--- src/hw/rtl/trle_pkg.sv ---
// Shared types and constants for the run-length pixel decoder.
// No dependencies; used by trle_core, trle_outbuf and tga_rle_pixel_decoder.
package trle_pkg;

  // Field and register widths
  localparam int unsigned IDX_W   = 22;
  localparam int unsigned TOTAL_W = 23;
  localparam int unsigned VAL_W   = 32;
  localparam int unsigned CNT_W   = 8;
  localparam int unsigned BPP_W   = 3;
  localparam int unsigned CFG_W   = 23;
  localparam int unsigned CFG_IDX_W = 2;

  // Largest image supported, in pixels
  localparam logic [TOTAL_W-1:0] MAX_PIXELS = 23'd4194304;

  // Reset values of the configuration registers
  localparam logic                 RST_COMPRESSED = 1'b1;
  localparam logic [BPP_W-1:0]     RST_BPP        = 3'd3;
  localparam logic [TOTAL_W-1:0]   RST_TOTAL      = 23'd65536;

  // Packet header decoding
  localparam logic [CNT_W-1:0] RUN_BIAS = 8'd127;

  // Configuration register indexes
  typedef enum logic [CFG_IDX_W-1:0] {
    CFG_COMPRESSED = 2'd0,
    CFG_BPP        = 2'd1,
    CFG_TOTAL      = 2'd2
  } cfg_idx_t;

  // One fill command
  typedef struct packed {
    logic [IDX_W-1:0] pixel_index;
    logic [VAL_W-1:0] pixel_value;
    logic [CNT_W-1:0] repeat_count;
    logic             image_done;
  } fill_cmd_t;

endpackage

--- src/hw/rtl/trle_core.sv ---
// Decoder state and per-byte decode logic: configuration registers, packet
// tracking, pixel assembly and index counter. Depends on trle_pkg.
module trle_core (
  input  logic                               clk,
  input  logic                               rst_n,
  input  logic                               cfg_we,
  input  logic [trle_pkg::CFG_IDX_W-1:0]     cfg_index,
  input  logic [trle_pkg::CFG_W-1:0]         cfg_wdata,
  input  logic                               byte_take,
  input  logic [7:0]                         data_byte,
  output logic                               cmd_push,
  output trle_pkg::fill_cmd_t                cmd_data
);

  // Configuration registers
  logic                              compressed_r;
  logic [trle_pkg::BPP_W-1:0]        bpp_r;
  logic [trle_pkg::TOTAL_W-1:0]      pixel_total_r;

  // Decoder state
  logic                              awaiting_hdr_r, awaiting_hdr_nxt;
  logic                              pkt_run_r, pkt_run_nxt;
  logic [trle_pkg::CNT_W-1:0]        pkt_left_r, pkt_left_nxt;
  logic [1:0]                        byte_pos_r, byte_pos_nxt;
  logic [trle_pkg::VAL_W-1:0]        asm_r, asm_nxt;
  logic [trle_pkg::IDX_W-1:0]        next_pix_r, next_pix_nxt;

  // Intermediate values
  logic [trle_pkg::TOTAL_W-1:0]      total;
  logic [trle_pkg::IDX_W-1:0]        np_eff;
  logic [trle_pkg::TOTAL_W-1:0]      left;
  logic [trle_pkg::BPP_W-1:0]        bpp;
  logic                              complete;
  logic [trle_pkg::CNT_W-1:0]        hdr_cnt, hdr_clamp;
  logic [trle_pkg::CNT_W-1:0]        pkt_cnt, pkt_clamp;
  logic [trle_pkg::CNT_W-1:0]        emit_cnt;
  logic [trle_pkg::TOTAL_W-1:0]      sum;
  logic                              done;
  logic                              emit;

  // Configuration writes
  always_ff @(posedge clk) begin
    if (!rst_n) begin
      compressed_r  <= trle_pkg::RST_COMPRESSED;
      bpp_r         <= trle_pkg::RST_BPP;
      pixel_total_r <= trle_pkg::RST_TOTAL;
    end else if (cfg_we) begin
      unique case (cfg_index)
        trle_pkg::CFG_COMPRESSED: compressed_r  <= cfg_wdata[0];
        trle_pkg::CFG_BPP:        bpp_r         <= cfg_wdata[trle_pkg::BPP_W-1:0];
        trle_pkg::CFG_TOTAL:      pixel_total_r <= cfg_wdata[trle_pkg::TOTAL_W-1:0];
        default: ;
      endcase
    end
  end

  // Effective image size, pixel size and restarted index
  always_comb begin
    if (pixel_total_r == '0) begin
      total = trle_pkg::TOTAL_W'(1);
    end else if (pixel_total_r > trle_pkg::MAX_PIXELS) begin
      total = trle_pkg::MAX_PIXELS;
    end else begin
      total = pixel_total_r;
    end
    if (bpp_r == '0) begin
      bpp = 3'd1;
    end else if (bpp_r > 3'd4) begin
      bpp = 3'd4;
    end else begin
      bpp = bpp_r;
    end
  end

  assign np_eff = ({1'b0, next_pix_r} >= total) ? '0 : next_pix_r;
  assign left   = total - {1'b0, np_eff};

  // Pixel assembly: the first byte of a pixel clears the word.
  always_comb begin
    asm_nxt = (byte_pos_r == 2'd0) ? '0 : asm_r;
    asm_nxt = asm_nxt | ({24'd0, data_byte} << {byte_pos_r, 3'b000});
  end
  assign complete = (({1'b0, byte_pos_r}) + 3'd1) >= bpp;

  // Packet lengths, each clamped to the pixels left in the image
  assign hdr_cnt   = data_byte[7] ? (data_byte - trle_pkg::RUN_BIAS) : (data_byte + 8'd1);
  assign hdr_clamp = ({15'd0, hdr_cnt} > left) ? left[trle_pkg::CNT_W-1:0] : hdr_cnt;
  assign pkt_cnt   = (pkt_left_r == '0) ? 8'd1 : pkt_left_r;
  assign pkt_clamp = ({15'd0, pkt_cnt} > left) ? left[trle_pkg::CNT_W-1:0] : pkt_cnt;

  // Fill command length and end-of-image detection
  assign emit_cnt = (compressed_r && pkt_run_r) ? pkt_clamp : 8'd1;
  assign sum      = {1'b0, np_eff} + {15'd0, emit_cnt};
  assign done     = sum >= total;

  // Next state for an accepted byte
  always_comb begin
    awaiting_hdr_nxt = awaiting_hdr_r;
    pkt_run_nxt      = pkt_run_r;
    pkt_left_nxt     = pkt_left_r;
    byte_pos_nxt     = complete ? 2'd0 : (byte_pos_r + 2'd1);
    next_pix_nxt     = np_eff;
    emit             = 1'b0;
    if (!compressed_r) begin
      emit = complete;
    end else if (awaiting_hdr_r) begin
      pkt_run_nxt      = data_byte[7];
      pkt_left_nxt     = hdr_clamp;
      byte_pos_nxt     = 2'd0;
      awaiting_hdr_nxt = 1'b0;
    end else if (complete) begin
      emit = 1'b1;
      if (pkt_run_r) begin
        pkt_left_nxt     = '0;
        awaiting_hdr_nxt = 1'b1;
      end else begin
        pkt_left_nxt = pkt_clamp - 8'd1;
        if ((pkt_clamp == 8'd1) || done) begin
          pkt_left_nxt     = '0;
          awaiting_hdr_nxt = 1'b1;
        end
      end
    end
    if (emit) begin
      next_pix_nxt = done ? '0 : sum[trle_pkg::IDX_W-1:0];
    end
  end

  // State registers, updated on each byte transfer
  always_ff @(posedge clk) begin
    if (!rst_n) begin
      awaiting_hdr_r <= 1'b1;
      pkt_run_r      <= 1'b0;
      pkt_left_r     <= '0;
      byte_pos_r     <= '0;
      asm_r          <= '0;
      next_pix_r     <= '0;
    end else if (byte_take) begin
      awaiting_hdr_r <= awaiting_hdr_nxt;
      pkt_run_r      <= pkt_run_nxt;
      pkt_left_r     <= pkt_left_nxt;
      byte_pos_r     <= byte_pos_nxt;
      next_pix_r     <= next_pix_nxt;
      if (!(compressed_r && awaiting_hdr_r)) begin
        asm_r <= asm_nxt;
      end
    end
  end

  // Fill command towards the output stage
  assign cmd_push              = byte_take && emit;
  assign cmd_data.pixel_index  = np_eff;
  assign cmd_data.pixel_value  = asm_nxt;
  assign cmd_data.repeat_count = emit_cnt;
  assign cmd_data.image_done   = done;

`ifndef SYNTHESIS
  // An open packet always has at least one pixel to go.
  a_open_pkt_nonzero: assert property (@(posedge clk) disable iff (!rst_n)
    !awaiting_hdr_r |-> (pkt_left_r != '0))
    else $error("open packet with no pixels left");

  // A header byte never produces a fill command.
  a_hdr_no_cmd: assert property (@(posedge clk) disable iff (!rst_n)
    (byte_take && compressed_r && awaiting_hdr_r) |-> !cmd_push)
    else $error("header byte produced a fill command");

  // A run command never reaches past the end of the image.
  a_cmd_in_image: assert property (@(posedge clk) disable iff (!rst_n)
    cmd_push |-> (sum <= total))
    else $error("fill command runs past the image end");
`endif

endmodule

--- src/hw/rtl/trle_outbuf.sv ---
// Output register with one skid entry for fill commands, so the decoder
// keeps taking bytes while a result waits. Depends on trle_pkg.
module trle_outbuf (
  input  logic                 clk,
  input  logic                 rst_n,
  input  logic                 push,
  input  trle_pkg::fill_cmd_t  push_data,
  output logic                 space,
  output logic                 out_valid,
  input  logic                 out_ready,
  output trle_pkg::fill_cmd_t  out_data
);

  logic                 main_v_r, main_v_nxt;
  logic                 skid_v_r, skid_v_nxt;
  trle_pkg::fill_cmd_t  main_d_r, main_d_nxt;
  trle_pkg::fill_cmd_t  skid_d_r, skid_d_nxt;
  logic                 pop;

  assign pop = main_v_r && out_ready;

  // Refill the output register from the skid entry first, then from the core.
  always_comb begin
    main_v_nxt = main_v_r;
    skid_v_nxt = skid_v_r;
    main_d_nxt = main_d_r;
    skid_d_nxt = skid_d_r;
    if (!main_v_r || pop) begin
      if (skid_v_r) begin
        main_v_nxt = 1'b1;
        main_d_nxt = skid_d_r;
        skid_v_nxt = push;
        if (push) begin
          skid_d_nxt = push_data;
        end
      end else begin
        main_v_nxt = push;
        if (push) begin
          main_d_nxt = push_data;
        end
      end
    end else if (push) begin
      skid_v_nxt = 1'b1;
      skid_d_nxt = push_data;
    end
  end

  always_ff @(posedge clk) begin
    if (!rst_n) begin
      main_v_r <= 1'b0;
      skid_v_r <= 1'b0;
    end else begin
      main_v_r <= main_v_nxt;
      skid_v_r <= skid_v_nxt;
    end
    main_d_r <= main_d_nxt;
    skid_d_r <= skid_d_nxt;
  end

  assign space     = !skid_v_r;
  assign out_valid = main_v_r;
  assign out_data  = main_d_r;

`ifndef SYNTHESIS
  // The skid entry is only occupied behind a waiting output.
  a_skid_behind_main: assert property (@(posedge clk) disable iff (!rst_n)
    skid_v_r |-> main_v_r)
    else $error("skid entry full while output empty");

  // A stalled output with a full skid entry keeps both entries.
  a_stall_keeps: assert property (@(posedge clk) disable iff (!rst_n)
    (skid_v_r && !out_ready) |=> (skid_v_r && main_v_r))
    else $error("command lost during stall");

  // No command is pushed into a full buffer.
  a_no_overflow: assert property (@(posedge clk) disable iff (!rst_n)
    push |-> !skid_v_r)
    else $error("push into full output buffer");
`endif

endmodule

--- src/hw/rtl/tga_rle_pixel_decoder.sv ---
// Top level of the run-length pixel decoder: byte input channel, fill
// command output channel and register write port. Depends on trle_pkg,
// trle_core and trle_outbuf.
//
// Usage:
//   Pixel-data bytes enter on the in_ channel (valid/ready), one per transfer.
//   Fill commands leave on the out_ channel: first pixel index, packed pixel
//   value, repeat count and an end-of-image flag. Header bytes and bytes
//   that do not finish a pixel give no command.
//   Registers (compression on/off, bytes per pixel, pixels per image) are
//   written through cfg_we/cfg_index/cfg_wdata while the stream is idle.
//   Throughput: one byte per clock cycle while in_ready is high; every byte
//   is decoded by the decode logic between the state registers and the
//   output register.
//   A command is written into the output register, or the skid entry while
//   the output is stalled, on the transfer of the byte that completes it.
//   Stall: the output register has one skid entry behind it; in_ready drops
//   only when both hold a command, and no command is lost or repeated.
//   Reset (rst_n low, synchronous) empties the output stage, returns the
//   registers to run-length mode, 3 bytes per pixel, 65536 pixels, and
//   expects a packet header at pixel index zero.
module tga_rle_pixel_decoder (
  input  logic                              clk,
  input  logic                              rst_n,
  input  logic                              cfg_we,
  input  logic [trle_pkg::CFG_IDX_W-1:0]    cfg_index,
  input  logic [trle_pkg::CFG_W-1:0]        cfg_wdata,
  input  logic                              in_valid,
  output logic                              in_ready,
  input  logic [7:0]                        in_data_byte,
  output logic                              out_valid,
  input  logic                              out_ready,
  output logic [trle_pkg::IDX_W-1:0]        out_pixel_index,
  output logic [trle_pkg::VAL_W-1:0]        out_pixel_value,
  output logic [trle_pkg::CNT_W-1:0]        out_repeat_count,
  output logic                              out_image_done
);

  logic                 byte_take;
  logic                 cmd_push;
  logic                 space;
  trle_pkg::fill_cmd_t  cmd_data;
  trle_pkg::fill_cmd_t  out_data;

  assign in_ready  = space;
  assign byte_take = in_valid && in_ready;

  // Per-byte decoding and state
  trle_core u_core (
    .clk       (clk),
    .rst_n     (rst_n),
    .cfg_we    (cfg_we),
    .cfg_index (cfg_index),
    .cfg_wdata (cfg_wdata),
    .byte_take (byte_take),
    .data_byte (in_data_byte),
    .cmd_push  (cmd_push),
    .cmd_data  (cmd_data)
  );

  // Output register and skid entry
  trle_outbuf u_outbuf (
    .clk       (clk),
    .rst_n     (rst_n),
    .push      (cmd_push),
    .push_data (cmd_data),
    .space     (space),
    .out_valid (out_valid),
    .out_ready (out_ready),
    .out_data  (out_data)
  );

  assign out_pixel_index  = out_data.pixel_index;
  assign out_pixel_value  = out_data.pixel_value;
  assign out_repeat_count = out_data.repeat_count;
  assign out_image_done   = out_data.image_done;

`ifndef SYNTHESIS
  // Every command fills at least one pixel.
  a_count_nonzero: assert property (@(posedge clk) disable iff (!rst_n)
    out_valid |-> (out_repeat_count != '0))
    else $error("fill command with zero repeat count");

  // A command that ends the image is followed by one starting at index zero.
  a_wrap_to_zero: assert property (@(posedge clk) disable iff (!rst_n)
    (out_valid && out_ready && out_image_done && cmd_push) |->
      (cmd_data.pixel_index == '0))
    else $error("index did not restart after image end");

  // A byte transfer is refused only while the output is stalled.
  a_ready_when_draining: assert property (@(posedge clk) disable iff (!rst_n)
    !in_ready |-> (out_valid && $past(out_valid)))
    else $error("input stalled without a waiting command");
`endif

endmodule

--- config.mk ---
export PLATFORM = sky130hd
export DESIGN_NAME = tga_rle_pixel_decoder
export DESIGN_NICKNAME = d
export VERILOG_FILES = /design/src/hw/rtl/trle_pkg.sv /design/src/hw/rtl/trle_core.sv /design/src/hw/rtl/trle_outbuf.sv /design/src/hw/rtl/tga_rle_pixel_decoder.sv
export SDC_FILE = /design/constraint.sdc
export NUM_CORES = 1
export LEC_CHECK = 0
export BUFFER_PORTS_ARGS = -buffer_cell sky130_fd_sc_hd__buf_4
export CAP_MARGIN = 5
export CORE_MARGIN = 2
export CORE_UTILIZATION = 40
export CTS_CLUSTER_SIZE = 14
export DETAILED_ROUTE_END_ITERATION = 7
export GPL_TIMING_DRIVEN = 0
export PLACE_DENSITY = 0.55
export SETUP_SLACK_MARGIN = 0.5
export SYNTH_ARGS = -nofsm -noshare
export SYNTH_HDL_FRONTEND = slang
export SYNTH_HIERARCHICAL = 1
export SYNTH_SLANG_ARGS = --single-unit
export TNS_END_PERCENT = 20
--- constraint.sdc ---
create_clock -name clk -period 13.1 [get_ports clk]
set_input_delay 1.31 -clock clk [delete_from_list [all_inputs] [get_ports clk]]
set_output_delay 1.31 -clock clk [all_outputs]
set_load 0.02 [all_outputs]
**After elaboration in Yosys (flattened, before gate mapping)**

Cells that the tools add are included.

- Add/sub/neg operators: 7
- Magnitude comparators: 7
- Equal/unequal tests: 4
- Shift operators: 1
- Muxes and demuxes: 36
- Bitwise gates (word level): 2
- Reductions and logical operators: 25

Operators by type and width:

| kind | number |
|---|---|
| 2-to-1 mux 63 bit | 5 |
| 2-to-1 mux 8 bit | 9 |
| 2-to-1 mux 22 bit | 3 |
| greater-than comparator 8 x 23 -> 1 bit | 2 |
| 2-to-1 mux 23 bit | 2 |
| 2-to-1 mux 32 bit | 1 |
| bitwise OR 32 bit | 1 |
| << shifter 8 x 5 -> 32 bit | 1 |
| adder 22 x 8 -> 23 bit | 1 |
| greater-or-equal comparator 22 x 23 -> 1 bit | 1 |
| greater-or-equal comparator 23 bit | 1 |
| greater-than comparator 23 bit, second input constant | 1 |
| logical NOT 23 bit | 1 |
| subtractor 23 x 22 -> 23 bit | 1 |
| AND reduction 2 bit | 6 |
| 2-to-1 mux 1 bit | 11 |
| adder 8 x 1 -> 8 bit, second input constant | 1 |
| equality test 8 x 1 -> 1 bit, second input constant | 1 |
| logical NOT 8 bit | 1 |
| subtractor 8 x 1 -> 8 bit, second input constant | 1 |
| subtractor 8 x 7 -> 8 bit, second input constant | 1 |
| 2-to-1 mux 2 bit | 3 |
| 2-to-1 mux 3 bit | 2 |
| AND reduction 3 bit | 2 |
| other kinds (14) | 23 |

- Register bits: 221
- Input bits: 38
- Output and inout port bits: 65
- Logic and storage cells: 101

**Logic depth before layout (Yosys ltp)**

- Depth in word-level cells: 16
- Depth in mapped cells: 56
- Mapped depth without buffers: 53

**Cells and area by module**

Netlist, hierarchy kept.

Modules (own cells, without submodules):

| module | times used | cells each | area each (um^2) | seq. area each (um^2) |
|---|---|---|---|---|
| trle_core | 1 | 1184 | 8642.0 | 1861.8 |
| trle_outbuf | 1 | 208 | 4712.0 | 3823.7 |
| tga_rle_pixel_decoder | 1 | 1 | 6.3 | 0.0 |

**Worst setup path before layout**

OpenSTA, ideal clock, no wires.

- Path kind: register to register
- From: register u_core/pixel_total_r[5] (netlist name)
- To: register u_core/pkt_left_r[7] (netlist name)
- Library setup time: 61 ps
- Data arrival time: 11324 ps
- Data required time: 13039 ps
- Path slack: 1715 ps
- Cell stages (with the launch flop): 55
- Buffers on the path: 6
- Clock period less this slack: 11385 ps
- Path through: dfxtp_1 > or4_1 > nor4_1 > nand2b_1 > clkbuf_1 > nand2_1 > ha_1 > a21o_1 > a21o_1 > a21oi_1 > o21bai_1 > a21oi_1 > o21a_1 > clkbuf_1 > clkbuf_1 > buf_1 > nand2_1 > ha_1 > (+19 left out) > o21ai_0 > a211oi_1 > nand4_1 > xor2_1 > nor2_1 > ha_1 > a21o_1 > a21o_1 > a21oi_1 > o21ai_0 > a221oi_1 > o21ai_0 > nor2_1 > inv_1 > or3_1 > clkbuf_1 > a2111oi_1 > o221a_1

- Word-level cells in the longest chain between the ends: 16
- Elaborated cells between the ends (all ways): 21
- Classes of those cells: add/sub (3); order compare (5); eq/ne (1); mux (10); reduce/logical (2)

Ends and longest elaborated chain:

| what | RTL line | RTL |
|---|---|---|
| from (decl) | trle_core.sv:18 | `logic [trle_pkg::TOTAL_W-1:0] pixel_total_r;` |
| from (signal assigned) | trle_core.sv:46 | `pixel_total_r <= trle_pkg::RST_TOTAL;` |
| from (signal assigned) | trle_core.sv:51 | `trle_pkg::CFG_TOTAL: pixel_total_r <= cfg_wdata[trle_pkg::TOTAL_W-1:0];` |
| greater-than comparator 23 bit | trle_core.sv:61 | `end else if (pixel_total_r > trle_pkg::MAX_PIXELS) begin` |
| 2-to-1 mux 23 bit | trle_core.sv:61 |  |
| 2-to-1 mux 23 bit * | trle_core.sv:59 | `if (pixel_total_r == '0) begin` |
| greater-or-equal comparator 22 x 23 -> 1 bit | trle_core.sv:75 | `assign np_eff = ({1'b0, next_pix_r} >= total) ? '0 : next_pix_r;` |
| 2-to-1 mux 22 bit | trle_core.sv:75 |  |
| subtractor 23 x 22 -> 23 bit | trle_core.sv:76 | `assign left = total - {1'b0, np_eff};` |
| greater-than comparator 8 x 23 -> 1 bit | trle_core.sv:89 | `assign pkt_clamp = ({15'd0, pkt_cnt} > left) ? left[trle_pkg::CNT_W-1:0] : pkt_cnt;` |
| 2-to-1 mux 8 bit | trle_core.sv:89 |  |
| 2-to-1 mux 8 bit | trle_core.sv:92 | `assign emit_cnt = (compressed_r && pkt_run_r) ? pkt_clamp : 8'd1;` |
| adder 22 x 8 -> 23 bit | trle_core.sv:93 | `assign sum = {1'b0, np_eff} + {15'd0, emit_cnt};` |
| greater-or-equal comparator 23 bit * | trle_core.sv:94 | `assign done = sum >= total;` |
| net u_core.done | trle_core.sv:38 | `logic done;` |
| logical OR 1 bit * | trle_core.sv:118 | `if ((pkt_clamp == 8'd1) \|\| done) begin` |
| 2-to-1 mux 8 bit * | trle_core.sv:118 |  |
| 2-to-1 mux 8 bit * | trle_core.sv:113 | `if (pkt_run_r) begin` |
| 2-to-1 mux 8 bit * | trle_core.sv:111 | `end else if (complete) begin` |
| 2-to-1 mux 8 bit * | trle_core.sv:106 | `end else if (awaiting_hdr_r) begin` |
| to (signal assigned) | trle_core.sv:141 | `pkt_left_r <= pkt_left_nxt;` |
| to (decl) | trle_core.sv:23 | `logic [trle_pkg::CNT_W-1:0] pkt_left_r, pkt_left_nxt;` |

The timed path passes the listed nets; every way through them passes the cells marked *. The select of a mux whose other input is x is not followed.
A chain may end at the register's enable or synchronous reset.

**Final worst setup path**

- From: register u_core/pixel_total_r[5] (netlist name)
- To: register u_core/pkt_left_r[4] (netlist name)

The elaborated chain is that of the path after synthesis.

==> impl_metrics.toml <==
[logic_synthesis]
synth_top_cells_by_count = "206 x nand2_1, 126 x edfxtp_1, 107 x nor2_1"
ys_types = 86
synth.avg_cell_area_um2 = 9.59
yosys_warnings = 6
synth_area_um2 = 13400
synth_top_family_by_area = "simple AND/OR/NAND/NOR gates"
yosys_most_used_dff = "edfxtp_1"
synth_compound_area_frac = 0.157
yosysMostFrequentCell = "nand2_1"
synth_top_cell_area_share = 0.283
seq_area_frac_synth = 0.426
synthCells = 1393
synthTopCellsByArea = "edfxtp_1 28%, dfxtp_1 14%, ha_1 9.3%"
synthMuxAreaShare = 0.0730
ys_seq_elements = 221
yosysTopAreaCell = "edfxtp_1"
yosys.area_share.simple = 0.171
yosys.area_share.adder = 0.0957
synth.net_count = 1532
async_reset_ff_frac = 0
synthXorXnorAreaFrac = 0.0275
synth-edff-count = 126

[clock_network]
cts_buffers = 26
cts.path.max_buffers = 3
htreeDepth = 1
cts_tree = "done"
path_clk_slew_ns = 0.06
cts.sinks = 221
worstSkewPairLatency_ns = 0.55
cts-root-buf = "clkbuf_16"

[placed_design]
hpwl_um = 29200
globalplace.congestion = 0.884
postPlaceCellArea_um2 = 14700
portBuffers = 100

[sta]
finalSetupViolations = 0
maxSlewHeadroom = 0.374
hold_viol_final = 0
max_freq_ghz = 0.0841
rsz0062_at_grt = "false"
final.period_utilization = 0.907
drv_slew = 0
finalHoldWorstSlack_ns = 0.472
tightest_slew_ns = 0.937
period_needed_ns = 11.89
finClkSkew_ns = 0.0264

[final_layout]
num-fill-cells = 3184
antenna-diode-count = 0
area_growth_pct = 18.4
finalNetCount = 1671
drive_gt1_frac = 0.189
final_util = 0.484
final_area_um2 = 15800

[critical_path]
worstSetupPathType = "register to register"
cp_slowest_cell = "or4_1"
slowest_delay_ns = 0.54
worst_setup_path_start_kind = "register"
crit_arrival_ns = 12.34
cp_max_fo = 10
cp_common_cell = "a21o_1"
cp.required_ns = 13.56
crit_path_end_kind = "register"

[floorplanning]
fp.dieW_um = 187
die_h_um = 187
die-area_um2 = 34900
ioPinCount = 103
initial_utilization = 0.409
rows = 66
design.core.area_um2 = 32700

[route]
dr.pass1.iters = 5
ant_nets = 0
drt_iter0_drc = 799
wl_per_cell_um = 19.4
post-route-drc-count = 0
wirelength_um = 38600
via_per_inst = 5.52
vias = 11000

[pwr]
powerDensity_nw_per_um2 = 117
p_leak_nw = 6.69
ir_drop_mv = 0.0867

[global_routing]
antenna_found_initial = 0
grt_pass1_wl_um = 60600
grt_use_total = 0.217
grt_overflow = 0
grt_pass1_vias = 10700
grt_max_degree = 51

[min_path]
hold_class = "register to register"

[run_status]
status = "finished clean"

[flow_run]
max_cap_viol_count = 0
[per-stage QoR]
step / worst slack (ns) / cells / power, mW / TNS [ns]
2_1_floorplan: 1.72 / 1393 / 1.04 / 0
3_3_place_gp: -2.13 / 1935 / 1.15 / -57.52
3_5_place_dp: -2.20 / 1937 / 1.15 / -59.08
4_1_cts: 0.436 / 1989 / 1.86 / 0
5_1_grt: 0.434 / 1994 / 1.94 / 0
6_report: 1.21 / 1994 / 1.85 / 0
[worst max-delay path, delay by kind of cell, from the launching register on]
kind            cells  cell delay [ns]
fa+ha+maj           4             1.51
compound gates     22             4.58
flops               1             0.32
xor+xnor            1             0.17
simple gates       16             3.73
buf+inv             7             1.49
[repair_timing]
item,4_1_cts,5_1_grt
pin swaps,4,6
hold buffers,0,0
setup endpoints to repair,33,33
setup buffers,4,5
gates resized for setup,24,35
endpoints found under the hold margin,0,0
[layout by cell type, fill, tap and decap left out, types with 9 or more instances in the layout]
cell type and count:
edfxtp_1 126, a21oi_1 76, ha_1 98, nor2_1 105
inv_1 84, o21ai_0 36, clkbuf_1 50, nor3_1 17
xnor2_1 29, and3_1 11, o211ai_1 10, a311oi_1 32
a22oi_1 12, nand3_1 26, o21a_1 10, nand2_1 202
nand2b_1 36, clkbuf_16 26, mux2_2 52, xor2_1 9
buf_4 110, a21o_1 26, nor2b_1 11, nand4_1 29
dfxtp_1 95, mux2_4 15, mux2i_1 15
[logic make-up after synthesis]
group	Yosys count
XOR/XNOR	42
AND/OR/NAND/NOR	489
flip-flops	221
AO/OA/AOI/OAI	300
buffers and inverters	157
adder cells (fa/ha/maj)	101
multiplexers	83
[layer usage]
layer / GRT usage / wire length [um] / vias to the layer above / share of wire
met1: 0.301 / 18000 / 5301 / 0.47
met3: 0.0273 / 1930 / 42 / 0.050
li1: - / - / 5359 / -
met4: 0.0562 / 664 / 0 / 0.017
met2: 0.359 / 18000 / 303 / 0.47
met5: 0 / 0 / - / 0
[final cells by class]
class | instances | area [um2] | area share
Multi-Input combinational cell | 1015 | 7210 | 0.456
Sequential cell | 221 | 5690 | 0.359
Timing Repair Buffer | 111 | 866 | 0.0547
Clock buffer | 27 | 654 | 0.0414
Tap cell | 442 | 553 | 0.0350
Buffer | 72 | 368 | 0.0233
Inverter | 85 | 319 | 0.0202
Clock inverter | 21 | 159 | 0.0100
[state kept, by name (all words and copies together) (netlist names), 2 cells and up]
name	flops
u_core/bpp_r	3
u_outbuf/skid_d_r	63
u_outbuf/out_data	63
u_core/pixel_total_r	23
u_core/asm_r	32
u_core/next_pix_r	22
u_core/pkt_left_r	8
u_core/byte_pos_r	2
[final timing paths]
| path | from | to | slack (ns) | cells after the start |
|---|---|---|---|---|
| setup / recovery | u_core/pixel_total_r[5] | u_core/pkt_left_r[4] | 1.21 | 50 |
| hold reg to reg | u_core/pixel_total_r[5] | u_core/pixel_total_r[5] | 0.47 | 2 |
| hold / removal | u_core/pixel_total_r[5] | u_core/pixel_total_r[5] | 0.47 | 2 |
| setup reg to reg | u_core/pixel_total_r[5] | u_core/pkt_left_r[4] | 1.21 | 50 |
[where the power goes]
group / switching [mW] / internal, mW
Clock: 0.303 / 0.385
Combinational: 0.237 / 0.153
Sequential: 0.0181 / 0.758
Total: 0.557 / 1.30
Power figures use the tool's default switching activity.
